$ cat config.mk
export PLATFORM = sky130hd
export DESIGN_NAME = frt_mem
export DESIGN_NICKNAME = d
export VERILOG_FILES = /design/src/design/frt_mem.sv
export SDC_FILE = /design/constraint.sdc
export NUM_CORES = 2
export LEC_CHECK = 0
export BUFFER_PORTS_ARGS = -buffer_cell sky130_fd_sc_hd__buf_4
export CORE_ASPECT_RATIO = 1.1
export CORE_MARGIN = 2
export CORE_UTILIZATION = 25
export CTS_BUF_LIST = sky130_fd_sc_hd__clkbuf_16
export CTS_CLUSTER_SIZE = 25
export DETAILED_ROUTE_END_ITERATION = 8
export PLACE_DENSITY = 0.44
export SYNTH_ARGS = -nofsm -noshare
export SYNTH_HDL_FRONTEND = slang
export SYNTH_SLANG_ARGS = --single-unit
export TNS_END_PERCENT = 10
$ cat constraint.sdc
create_clock -name aclk -period 7.9 [get_ports aclk]
set_input_delay 0.395 -clock aclk [delete_from_list [all_inputs] [get_ports aclk]]
set_output_delay 0.395 -clock aclk [all_outputs]
set_load 0.01 [all_outputs]
$ cat src/design/frt_mem.sv
`timescale 1ns / 1ps
// ----------------------------------------------------------------------------
// frt_mem
// Region store: one write port, one registered read port, start and length.
// ----------------------------------------------------------------------------
module frt_mem #(
    parameter int AW = 5,
    parameter int DEPTH = 32
) (
    input  logic          aclk,
    input  logic          we,
    input  logic [AW-1:0] waddr,
    input  logic [127:0]  wdata,
    input  logic [AW-1:0] raddr,
    output logic [127:0]  rdata
);
    logic [127:0] mem [DEPTH];

    always_ff @(posedge aclk) begin
        if (we) begin
            mem[waddr] <= wdata;
        end
        rdata <= mem[raddr];
    end
endmodule

==> impl_metrics.yaml <==
outcome:
  status: "finished, final reports clean"
critical_path:
  r2r_start: "mem[29][96]"
  reg2reg_depth: 3
  arrival_ns: 4.31
  cp_max_fo: 30
  worstSetupPathType: "in -> reg"
  rrSetupSlack_ns: 6.20
  rr_endpoint: "rdata[96]"
  crit_start: "waddr[3]"
  start_kind: "primary input"
  setup.worst_path.end_class: "register"
  cp.required_ns: 8.49
  crit_end: "mem[4][16]"
floorplanning:
  initial_core_util_pct: 25.1
  die-area_mm2: 0.627
  rows: 303
  die_h_um: 830
  dieWidth_um: 755
  design.core.area_mm2: 0.619
  ios: 268
synthesis:
  ys_types: 28
  syn_area_mm2: 0.155
  syn_inst: 6440
  syn_nets: 6580
  ys_ff_latch: 4224
  synth_edf_count: 4096
  ys.flop_type: "edfxtp_1"
  ys_warn_count: 0
  postSynthAreaPerCell_um2: 24.1
  yosysSeqAreaShare_pct: 80.9
  synthArstFlopShare_pct: 0
global_routing:
  grt_pass1_wl_um: 638000
  overflow: 0
  antenna_found_initial: 86
  grt_pass1_vias: 77200
  grt_max_degree: 124
  grt_usage_pct: 14.5
drt:
  drc_errors: 0
  vias: 73000
  routedWlPerCell_um: 29.5
  wl_met1_um: 199000
  firstDrtPassIters: 6
  drtIter0Drc: 7267
  top_layer_used: "met5"
  drt_wl_total_um: 465000
  met2_length_um: 226000
  antenna_left: 0
  routed-wl-met3_um: 29600
  viasPerCell: 4.63
cts:
  clock_latency_ns: 1.05
  h-tree-depth: 5
  ctsLongestPathBuffers: 4
  cts_tree: "done"
  cts_made_buffers: 440
  clock-sinks: 4224
  clkSlewWorstSetupHoldPaths_ns: 0.06
  clockRootBuffer: "clkbuf_16"
  cts_resized: 0
cells_and_area:
  area_delta_synth_final_pct: 18.1
  layout-drive-gt1-share_pct: 27.6
  final-seq-area_mm2: 0.126
  fin_nets: 7259
  multi_input_area_mm2: 0.0281
  fin_util_pct: 29.6
  nFillCells: 59900
timing:
  fin_crit_ns: 3.72
  worst_pin_slew_ns: 1.29
  report.final.setup_viol: 0
  fin_crit_sh_pct: 47.1
  drv_slew: 0
  rsz0062_at_grt: "no"
  fin_skew_ns: 0.0915
  fin_setup_tns_ns: 0
  relSlewSlack_pct: 14.3
  hold_ws_ns: 0.133
  fmax_mhz: 269
  hold_viol_final: 0
pwr:
  p_leak_uw: 0.0562
  cellPowerDensity_mw_per_mm2: 258
  ir_drop_uv: 168
place:
  gp_congestion: 0.708
  dp_hpwl_um: 237000
  io_buffers: 267
hold_path:
  holdCritPathClass: "in -> reg"
job:
  maxCapViolations: 0
-- synth_stat cells (all sizes together) (2+ instances only) --
master | n | area, um^2
or3b | 4 | 35.0
o22ai | 444 | 2780
dfxtp | 128 | 2560
clkbuf | 117 | 473
nand3b | 6 | 45.0
nor4 | 111 | 694
a22oi | 102 | 766
nand3 | 37 | 185
edfxtp | 4096 | 123000
mux2i | 136 | 1360
nand4 | 17 | 106
buf | 235 | 1480
nor2b | 3 | 18.8
nand2 | 4 | 15.0
mux4 | 956 | 21500
or3 | 2 | 12.5
nor2 | 36 | 138
-- what timing repair did --
item,CTS,global route
buffers inserted,0,0
hold buffers,134,0
hold endpoints to repair,4104,0
-- sequential cells by signal, summed over array words and instances (netlist names) --
register  flops
rdata       128
mem        4096
-- final cells by class --
class	instances	area share [%]
clock buffers	444	6.06
clock inverters	382	1.51
well taps	8235	5.62
repair buffers	589	2.92
diodes	18	0.0246
multi-input cells	1864	15.3
flip-flops and latches	4224	68.5
-- power by group --
part	switching (uW)	total [uW]	internal [uW]
Clock	8860	20000	11100
Sequential	209	25100	24900
Combinational	1340	2210	870
Total	10400	47300	36900
-- worst min path at each step --
stage,endpoint,startpoint,depth (start not counted)
2_1_floorplan,mem[0][0],wdata[0],0
3_3_place_gp,rdata[119],mem[30][119],3
3_5_place_dp,rdata[119],mem[30][119],3
4_1_cts,mem[6][45],waddr[2],3
5_1_grt,mem[6][51],waddr[2],3
6_report,mem[6][45],waddr[2],3
-- through the flow --
stage               power, uW  cell area [um^2]  instances  worst slack (ns)
CTS                     47900            183000      15700              4.28
global route            48800            183000      15700              4.23
floorplan               26600            155000       6440             0.907
global placement        27800            168000      14800              4.00
finish                  47300            183000      15800              4.18
detailed placement      27800            168000      14800              3.99
-- cells by family after synthesis --
logic type	after synthesis	synth area share [%]
DFF	4224	80.9
muxes	1092	14.7
AOI/OAI and AO/OA	546	2.28
buffers and inverters	352	1.26
and+or+nand+nor	226	0.832
-- cells in the final DEF, fill, tap and decap left out, drive strengths merged --
master	n
dfxtp	128
and3	1
and2	1
dlygate4sd3	134
nand3	37
clkinvlp	13
o22ai	444
edfxtp	4096
inv	112
a22oi	102
or3b	4
mux2i	136
nor2	36
nor2b	3
nand2	4
nand4	17
and3b	1
buf	455
diode	18
or2	1
or3	2
nand2b	1
nor4	111
bufinv	27
nand3b	6
nor3b	1
clkinv	230
mux4	956
clkbuf	444
-- critical path, cell delays in order --
cell and delay (ns):
dlygate4sd3_1 0.61, buf_4 0.18, or3b_2 0.57, dlygate4sd3_1 0.71, nor2_4 0.26, buf_4 0.78, buf_4 0.62
-- layer usage --
layer | GRT usage [%] | vias up
met2 | 24.2 | 2268
met5 | 0 | -
met3 | 2.76 | 636
li1 | - | 29500
met4 | 2.94 | 52
met1 | 19.6 | 40500
No activity file was read; power rests on OpenSTA's default activity.
