$ cat src/design/frt_pkg.sv
`timescale 1ns / 1ps
// ----------------------------------------------------------------------------
// frt_pkg
// Shared types and codes for the free region table.
// ----------------------------------------------------------------------------
package frt_pkg;

    localparam logic [1:0] CMD_ADD     = 2'd0;
    localparam logic [1:0] CMD_RESERVE = 2'd1;
    localparam logic [1:0] CMD_READ    = 2'd2;

    localparam logic [1:0] ST_OK       = 2'd0;
    localparam logic [1:0] ST_FULL     = 2'd1;
    localparam logic [1:0] ST_REVERSED = 2'd2;
    localparam logic [1:0] ST_RANGE    = 2'd3;

    typedef struct packed {
        logic [1:0]  command;
        logic [63:0] start_address;
        logic [63:0] end_address;
        logic [4:0]  entry_index;
    } cmd_t;

    typedef struct packed {
        logic [1:0]  status;
        logic [63:0] free_bytes;
        logic [5:0]  entry_count;
        logic [63:0] read_start;
        logic [63:0] read_length;
    } rsp_t;

endpackage

$ cat src/design/frt_ctrl.sv
`timescale 1ns / 1ps
// ----------------------------------------------------------------------------
// frt_ctrl
// Command sequencer: reserve scan, deferred split inserts, shift insert, read.
// ----------------------------------------------------------------------------
module frt_ctrl #(
    parameter int MAX_REGIONS = 32,
    parameter int AW = 5,
    parameter int CW = 6
) (
    input  logic            aclk,
    input  logic            aresetn,
    input  logic            cmd_valid,
    output logic            cmd_ready,
    input  frt_pkg::cmd_t   cmd,
    output logic            rsp_valid,
    input  logic            rsp_ready,
    output frt_pkg::rsp_t   rsp,
    output logic            mem_we,
    output logic [AW-1:0]   mem_waddr,
    output logic [127:0]    mem_wdata,
    output logic [AW-1:0]   mem_raddr,
    input  logic [127:0]    mem_rdata,
    output logic            pend_we,
    output logic [AW-1:0]   pend_waddr,
    output logic [127:0]    pend_wdata,
    output logic [AW-1:0]   pend_raddr,
    input  logic [127:0]    pend_rdata
);
    localparam logic [3:0] S_IDLE  = 4'd0;
    localparam logic [3:0] S_SCANR = 4'd1;
    localparam logic [3:0] S_SCANW = 4'd2;
    localparam logic [3:0] S_PREQ  = 4'd3;
    localparam logic [3:0] S_PGET  = 4'd4;
    localparam logic [3:0] S_IREQ  = 4'd5;
    localparam logic [3:0] S_ICMP  = 4'd6;
    localparam logic [3:0] S_RDW   = 4'd7;
    localparam logic [3:0] S_RDD   = 4'd8;
    localparam logic [3:0] S_RESP  = 4'd9;
    localparam logic [CW-1:0] MAXC = CW'(MAX_REGIONS);

    logic [3:0]    state_reg, state_next;
    logic [CW-1:0] used_reg, used_next;
    logic [63:0]   total_reg, total_next;
    logic [CW-1:0] idx_reg, idx_next;
    logic [CW-1:0] npend_reg, npend_next;
    logic [CW-1:0] pidx_reg, pidx_next;
    logic [63:0]   rs_reg, rs_next, re_reg, re_next;
    logic [63:0]   ins_s_reg, ins_s_next, ins_l_reg, ins_l_next;
    logic [1:0]    st_reg, st_next;
    logic          from_pend_reg, from_pend_next;
    logic          rsp_valid_reg, rsp_valid_next;
    frt_pkg::rsp_t rsp_reg, rsp_next;

    logic [63:0] fs, fl;
    logic [64:0] fe;
    logic        carry, hit, sc, ec;

    assign fs = mem_rdata[127:64];
    assign fl = mem_rdata[63:0];
    assign fe = {1'b0, fs} + {1'b0, fl};
    assign carry = fe[64];
    assign hit = (fl != 64'd0) && (fs < re_reg) && (carry || (rs_reg < fe[63:0]));
    assign sc = rs_reg <= fs;
    assign ec = !carry && (re_reg >= fe[63:0]);

    assign cmd_ready = (state_reg == S_IDLE) && !rsp_valid_reg;
    assign rsp_valid = rsp_valid_reg;
    assign rsp = rsp_reg;

    always_comb begin
        state_next = state_reg;
        used_next = used_reg;
        total_next = total_reg;
        idx_next = idx_reg;
        npend_next = npend_reg;
        pidx_next = pidx_reg;
        rs_next = rs_reg;
        re_next = re_reg;
        ins_s_next = ins_s_reg;
        ins_l_next = ins_l_reg;
        st_next = st_reg;
        from_pend_next = from_pend_reg;
        rsp_valid_next = rsp_valid_reg;
        rsp_next = rsp_reg;
        mem_we = 1'b0;
        mem_waddr = idx_reg[AW-1:0];
        mem_wdata = {ins_s_reg, ins_l_reg};
        mem_raddr = idx_reg[AW-1:0];
        pend_we = 1'b0;
        pend_waddr = npend_reg[AW-1:0];
        pend_wdata = {re_reg, 64'd0};
        pend_raddr = pidx_reg[AW-1:0];
        if (rsp_valid_reg && rsp_ready) begin
            rsp_valid_next = 1'b0;
        end
        case (state_reg)
            S_IDLE: begin
                if (cmd_valid && cmd_ready) begin
                    rs_next = cmd.start_address;
                    re_next = cmd.end_address;
                    st_next = frt_pkg::ST_OK;
                    idx_next = '0;
                    npend_next = '0;
                    pidx_next = '0;
                    ins_s_next = cmd.start_address;
                    ins_l_next = cmd.end_address - cmd.start_address;
                    from_pend_next = 1'b0;
                    state_next = S_RESP;
                    case (cmd.command)
                        frt_pkg::CMD_ADD: begin
                            if (cmd.end_address < cmd.start_address) begin
                                st_next = frt_pkg::ST_REVERSED;
                            end else if (used_reg >= MAXC) begin
                                st_next = frt_pkg::ST_FULL;
                            end else begin
                                idx_next = used_reg;
                                used_next = used_reg + 1'b1;
                                state_next = S_IREQ;
                            end
                        end
                        frt_pkg::CMD_RESERVE: begin
                            if (cmd.end_address < cmd.start_address) begin
                                st_next = frt_pkg::ST_REVERSED;
                            end else if (cmd.end_address != cmd.start_address
                                         && used_reg != '0) begin
                                state_next = S_SCANR;
                            end
                        end
                        frt_pkg::CMD_READ: begin
                            if (CW'(cmd.entry_index) >= used_reg) begin
                                st_next = frt_pkg::ST_RANGE;
                            end else begin
                                idx_next = CW'(cmd.entry_index);
                                state_next = S_RDW;
                            end
                        end
                        default: begin
                        end
                    endcase
                end
            end
            S_SCANR: begin
                state_next = S_SCANW;
            end
            S_SCANW: begin
                if (hit) begin
                    mem_we = 1'b1;
                    if (sc && ec) begin
                        total_next = total_reg - fl;
                        mem_wdata = {fs, 64'd0};
                    end else if (sc) begin
                        total_next = total_reg - (re_reg - fs);
                        mem_wdata = {re_reg, fl - (re_reg - fs)};
                    end else begin
                        total_next = total_reg - (fl - (rs_reg - fs));
                        mem_wdata = {fs, rs_reg - fs};
                        if (!ec) begin
                            pend_we = 1'b1;
                            pend_wdata = {re_reg, fl - (re_reg - fs)};
                            npend_next = npend_reg + 1'b1;
                        end
                    end
                end
                if (idx_reg + 1'b1 >= used_reg) begin
                    state_next = S_PREQ;
                end else begin
                    idx_next = idx_reg + 1'b1;
                    state_next = S_SCANR;
                end
            end
            S_PREQ: begin
                if (pidx_reg >= npend_reg) begin
                    state_next = S_RESP;
                end else begin
                    state_next = S_PGET;
                end
            end
            S_PGET: begin
                pidx_next = pidx_reg + 1'b1;
                ins_s_next = pend_rdata[127:64];
                ins_l_next = pend_rdata[63:0];
                if (used_reg >= MAXC) begin
                    st_next = frt_pkg::ST_FULL;
                    state_next = S_PREQ;
                end else begin
                    from_pend_next = 1'b1;
                    idx_next = used_reg;
                    used_next = used_reg + 1'b1;
                    state_next = S_IREQ;
                end
            end
            S_IREQ: begin
                mem_raddr = idx_reg[AW-1:0] - 1'b1;
                if (idx_reg == '0) begin
                    mem_we = 1'b1;
                    total_next = total_reg + ins_l_reg;
                    state_next = from_pend_reg ? S_PREQ : S_RESP;
                end else begin
                    state_next = S_ICMP;
                end
            end
            S_ICMP: begin
                if (ins_s_reg > fs) begin
                    mem_we = 1'b1;
                    mem_wdata = mem_rdata;
                    idx_next = idx_reg - 1'b1;
                    state_next = S_IREQ;
                end else begin
                    mem_we = 1'b1;
                    total_next = total_reg + ins_l_reg;
                    state_next = from_pend_reg ? S_PREQ : S_RESP;
                end
            end
            S_RDW: begin
                state_next = S_RDD;
            end
            S_RDD: begin
                ins_s_next = fs;
                ins_l_next = fl;
                state_next = S_RESP;
            end
            S_RESP: begin
                rsp_valid_next = 1'b1;
                rsp_next.status = st_reg;
                rsp_next.free_bytes = total_reg;
                rsp_next.entry_count = 6'(used_reg);
                rsp_next.read_start = '0;
                rsp_next.read_length = '0;
                state_next = S_IDLE;
            end
            default: begin
                state_next = S_IDLE;
            end
        endcase
        if (state_reg == S_RDD) begin
            rsp_next.read_start = fs;
            rsp_next.read_length = fl;
            rsp_next.status = frt_pkg::ST_OK;
            rsp_next.free_bytes = total_reg;
            rsp_next.entry_count = 6'(used_reg);
            rsp_valid_next = 1'b1;
            state_next = S_IDLE;
        end
    end

    always_ff @(posedge aclk) begin
        if (!aresetn) begin
            state_reg <= S_IDLE;
            used_reg <= '0;
            total_reg <= '0;
            rsp_valid_reg <= 1'b0;
        end else begin
            state_reg <= state_next;
            used_reg <= used_next;
            total_reg <= total_next;
            rsp_valid_reg <= rsp_valid_next;
        end
    end

    always_ff @(posedge aclk) begin
        idx_reg <= idx_next;
        npend_reg <= npend_next;
        pidx_reg <= pidx_next;
        rs_reg <= rs_next;
        re_reg <= re_next;
        ins_s_reg <= ins_s_next;
        ins_l_reg <= ins_l_next;
        st_reg <= st_next;
        from_pend_reg <= from_pend_next;
        rsp_reg <= rsp_next;
    end

    assert property (@(posedge aclk) disable iff (!aresetn) used_reg <= MAXC)
        else $error("entry count above capacity");
    assert property (@(posedge aclk) disable iff (!aresetn)
        (state_reg != S_IDLE) |-> !cmd_ready)
        else $error("ready while busy");
    assert property (@(posedge aclk) disable iff (!aresetn)
        (rsp_valid_reg && !rsp_ready) |=> rsp_valid_reg)
        else $error("response dropped");
endmodule

$ cat config.mk
export PLATFORM = sky130hd
export DESIGN_NAME = frt_ctrl
export DESIGN_NICKNAME = d
export VERILOG_FILES = /design/src/design/frt_pkg.sv /design/src/design/frt_ctrl.sv
export SDC_FILE = /design/constraint.sdc
export NUM_CORES = 2
export LEC_CHECK = 0
export BUFFER_PORTS_ARGS = -buffer_cell sky130_fd_sc_hd__buf_4
export CORE_MARGIN = 2
export CORE_UTILIZATION = 25
export CTS_BUF_LIST = sky130_fd_sc_hd__clkbuf_16
export DETAILED_ROUTE_END_ITERATION = 7
export PLACE_DENSITY_LB_ADDON = 0.1
export SLEW_MARGIN = 5
export SYNTH_ARGS = -nofsm -noshare
export SYNTH_HDL_FRONTEND = slang
export SYNTH_SLANG_ARGS = --single-unit
$ cat constraint.sdc
create_clock -name aclk -period 13 [get_ports aclk]
set_input_delay 2.6 -clock aclk [delete_from_list [all_inputs] [get_ports aclk]]
set_output_delay 2.6 -clock aclk [all_outputs]
set_load 0.05 [all_outputs]
==> results.sh <==
export IMPL_arrival_ns=10.25
export IMPL_synth_edf_count=475
export IMPL_gp_congestion=0.985
export IMPL_synth_commonest_cells="783 x ha_1, 735 x a21oi_1, 535 x nor2_1, 488 x inv_1, 475 x edfxtp_1"
export IMPL_grt_max_degree=76
export IMPL_worstMarginPinSlew_ns=1.41
export IMPL_fmax_mhz=77.8
export IMPL_cpMostUsedCell="a21oi_1"
export IMPL_cts_made_buffers=83
export IMPL_final_max_slew_viol_count=0
export IMPL_start_kind="input pin"
export IMPL_die_area_um2=255000
export IMPL_place_ws_ns=-0.145
export IMPL_async_flop_share=0
export IMPL_crit_type="input pin to output pin"
export IMPL_core_rowCount=184
export IMPL_clockBufferDepth=3
export IMPL_drv_cap=0
export IMPL_insertion_delay_ns=0.74
export IMPL_cts_max_level=3
export IMPL_fp_dieH_um=505
export IMPL_antenna_left=0
export IMPL_cts_tree="done"
export IMPL_avgSynthCellArea_um2=8.49
export IMPL_synth_area_leaders="edfxtp_1 23%, ha_1 16%, a21oi_1 5.9%, a21o_1 5.6%, xnor2_1 4.5%"
export IMPL_drive_gt1_frac=0.157
export IMPL_start_util=0.251
export IMPL_core_um2=251000
export IMPL_power_density_nw_per_um2=298
export IMPL_num_vias=65700
export IMPL_p_total_mw=22.9
export IMPL_die_width_um=505
export IMPL_syn_to_final_growth_pct=22.2
export IMPL_yosysSeqAreaShare=0.252
export IMPL_power_leakage_nw=35.0
export IMPL_boundaryPins=875
export IMPL_synth_seq_cells=552
export IMPL_syn_area_um2=62800
export IMPL_rrSetupSlack_ns=4.41
export IMPL_outcome="completed"
export IMPL_grt_pass1_vias=63300
export IMPL_period_minus_slack_ns=12.85
export IMPL_dpl_hpwl_um=330000
export IMPL_synth_most_common_cell="ha_1"
export IMPL_end_kind="output pin"
export IMPL_skew_ns=0.0339
export IMPL_cts_reportedPaths_clkPinSlew_ns=0.06
export IMPL_cpMaxStageDelayCell="xnor2_1"
export IMPL_dr_pass1_iters=6
export IMPL_post_route_drc_count=0
export IMPL_fin_util=0.306
export IMPL_drtIter0Drc=6866
export IMPL_setup_viol=0
export IMPL_finalCritPeriodShare=0.988
export IMPL_cp_required_ns=10.40
export IMPL_synth_cell_types=109
export IMPL_path_max_fanout=10
export IMPL_grt_overflow_total=0
export IMPL_wl_um=390000
export IMPL_port_buffers=874
export IMPL_syn_nets=8654
export IMPL_post_drt_wl_per_cell_um=33.4
export IMPL_grt_total_usage=0.292
export IMPL_largest_register_ffs=200
export IMPL_cpPeakStageDelay_ns=0.79
export IMPL_irDropWorstVdd_uv=133
export IMPL_fin_ws_ns=0.150
export IMPL_antenna_found_initial=29
export IMPL_hold_violations=0
export IMPL_numClockSinks=552
export IMPL_hold_class="register to register"
export IMPL_ctsHoldBuffers=0
export IMPL_grt_pass1_wl_um=524000
export IMPL_slew_limit_headroom=0.0526
export IMPL_nNetsFinal=9486
export IMPL_netlist_instances=7405
export IMPL_ys_warn_count=0
export IMPL_vias_per_cell=5.63
export IMPL_ctsRootBufferMaster="clkbuf_16"
export IMPL_post_synth_top_area_cell="edfxtp_1"
export IMPL_netlist_area_leader_share=0.227
export IMPL_synth_main_ff_cell="edfxtp_1"
==> cell usage in the layout (no fill, tap or decap), types with 41 or more instances in the layout <==
| master | instances |
|---|---|
| a21o_1 | 470 |
| a21oi_1 | 734 |
| nor4_1 | 41 |
| or3_1 | 52 |
| and3_1 | 114 |
| edfxtp_1 | 475 |
| nand3_1 | 163 |
| o21bai_1 | 84 |
| nand2b_1 | 85 |
| inv_1 | 492 |
| fa_1 | 71 |
| o21ai_0 | 396 |
| ha_1 | 783 |
| and2_0 | 59 |
| and2_1 | 50 |
| nor2b_1 | 85 |
| nand2_1 | 458 |
| a221o_1 | 225 |
| o21a_1 | 75 |
| xor2_1 | 198 |
| dfxtp_1 | 77 |
| a31oi_1 | 101 |
| mux2i_1 | 44 |
| clkbuf_16 | 85 |
| a211oi_1 | 53 |
| o31ai_1 | 45 |
| o21ai_1 | 55 |
| nand4_1 | 124 |
| nor3_1 | 103 |
| xnor2_1 | 320 |
| o211ai_1 | 59 |
| nor2_1 | 533 |
| buf_4 | 1031 |
==> area by class of cell <==
class / instances / area (um^2)
diodes: 16 / 40.0
inverters: 489 / 1850
flip-flops and latches: 552 / 15800
clock buffers: 85 / 2130
clock inverters: 69 / 538
fillers: 26900 / 174000
repair buffers: 1051 / 8140
multi-input cells: 6060 / 44100
well taps: 3348 / 4190
==> where the power goes <==
group | internal, mW | switching, mW
Clock | 1.29 | 1.02
Combinational | 5.40 | 11.3
Sequential | 2.84 | 0.973
Total | 9.53 | 13.3
==> repair_timing <==
action	4_1_cts	5_1_grt
buffers inserted	1	1
gates cloned	1	0
pin swaps	1	1
endpoints found under the setup margin	38	188
gates resized for setup	3	16
endpoints found under the hold margin	0	0
==> path summary, 6_finish.rpt <==
kind | from | to | cells after the start
setup / recovery | mem_rdata[78] | mem_wdata[50] | 30
hold / removal | rsp[198]$_SDFFE_PP0P_ | rsp[198]$_SDFFE_PP0P_ | 2
setup reg to reg | rs_reg[4]$_DFFE_PP_ | total_reg[63]$_SDFFE_PN0P_ | 26
hold reg to reg | rsp[198]$_SDFFE_PP0P_ | rsp[198]$_SDFFE_PP0P_ | 2
==> worst max-delay path: cells and delay by family <==
family          cells  cell delay (ns)
fa+ha+maj           2             0.82
compound gates     18             3.95
simple gates        4             0.82
buf+inv             4             0.76
xor+xnor            2             1.26
==> per-stage QoR <==
step	TNS (ns)	instance area [um^2]	cells	hold WS (ns)
6_report	0	76800	11700	0.469
5_1_grt	-0.389	76800	11700	0.506
4_1_cts	0	76700	11700	0.478
3_5_place_dp	-0.886	74000	11500	0.463
3_3_place_gp	-2.55	74000	11500	0.450
2_1_floorplan	0	62800	7405	0.430
==> kinds of logic (layout without fill, tap and decap cells) <==
family                   count (synthesis)  after routing  share of synthesized area
AO/OA/AOI/OAI                         2660           2660                      0.285
AND/OR/NAND/NOR                       1973           1974                      0.154
adder cells (fa/ha/maj)                854            854                      0.179
buffers and inverters                  794           1694                     0.0500
flip-flops                             552            552                      0.252
XOR/XNOR                               525            525                     0.0734
multiplexers                            47             47                    0.00755
other                                    0             16                          0
==> routing by layer <==
metal | share of wire | vias up | global-route usage
met1 | 0.47 | 33100 | 0.422
met2 | 0.42 | 2689 | 0.439
met4 | 0.037 | 4 | 0.0964
met3 | 0.068 | 383 | 0.0440
met5 | 0.000069 | - | 0
li1 | - | 29600 | -
(Power assumes the default switching activity.)
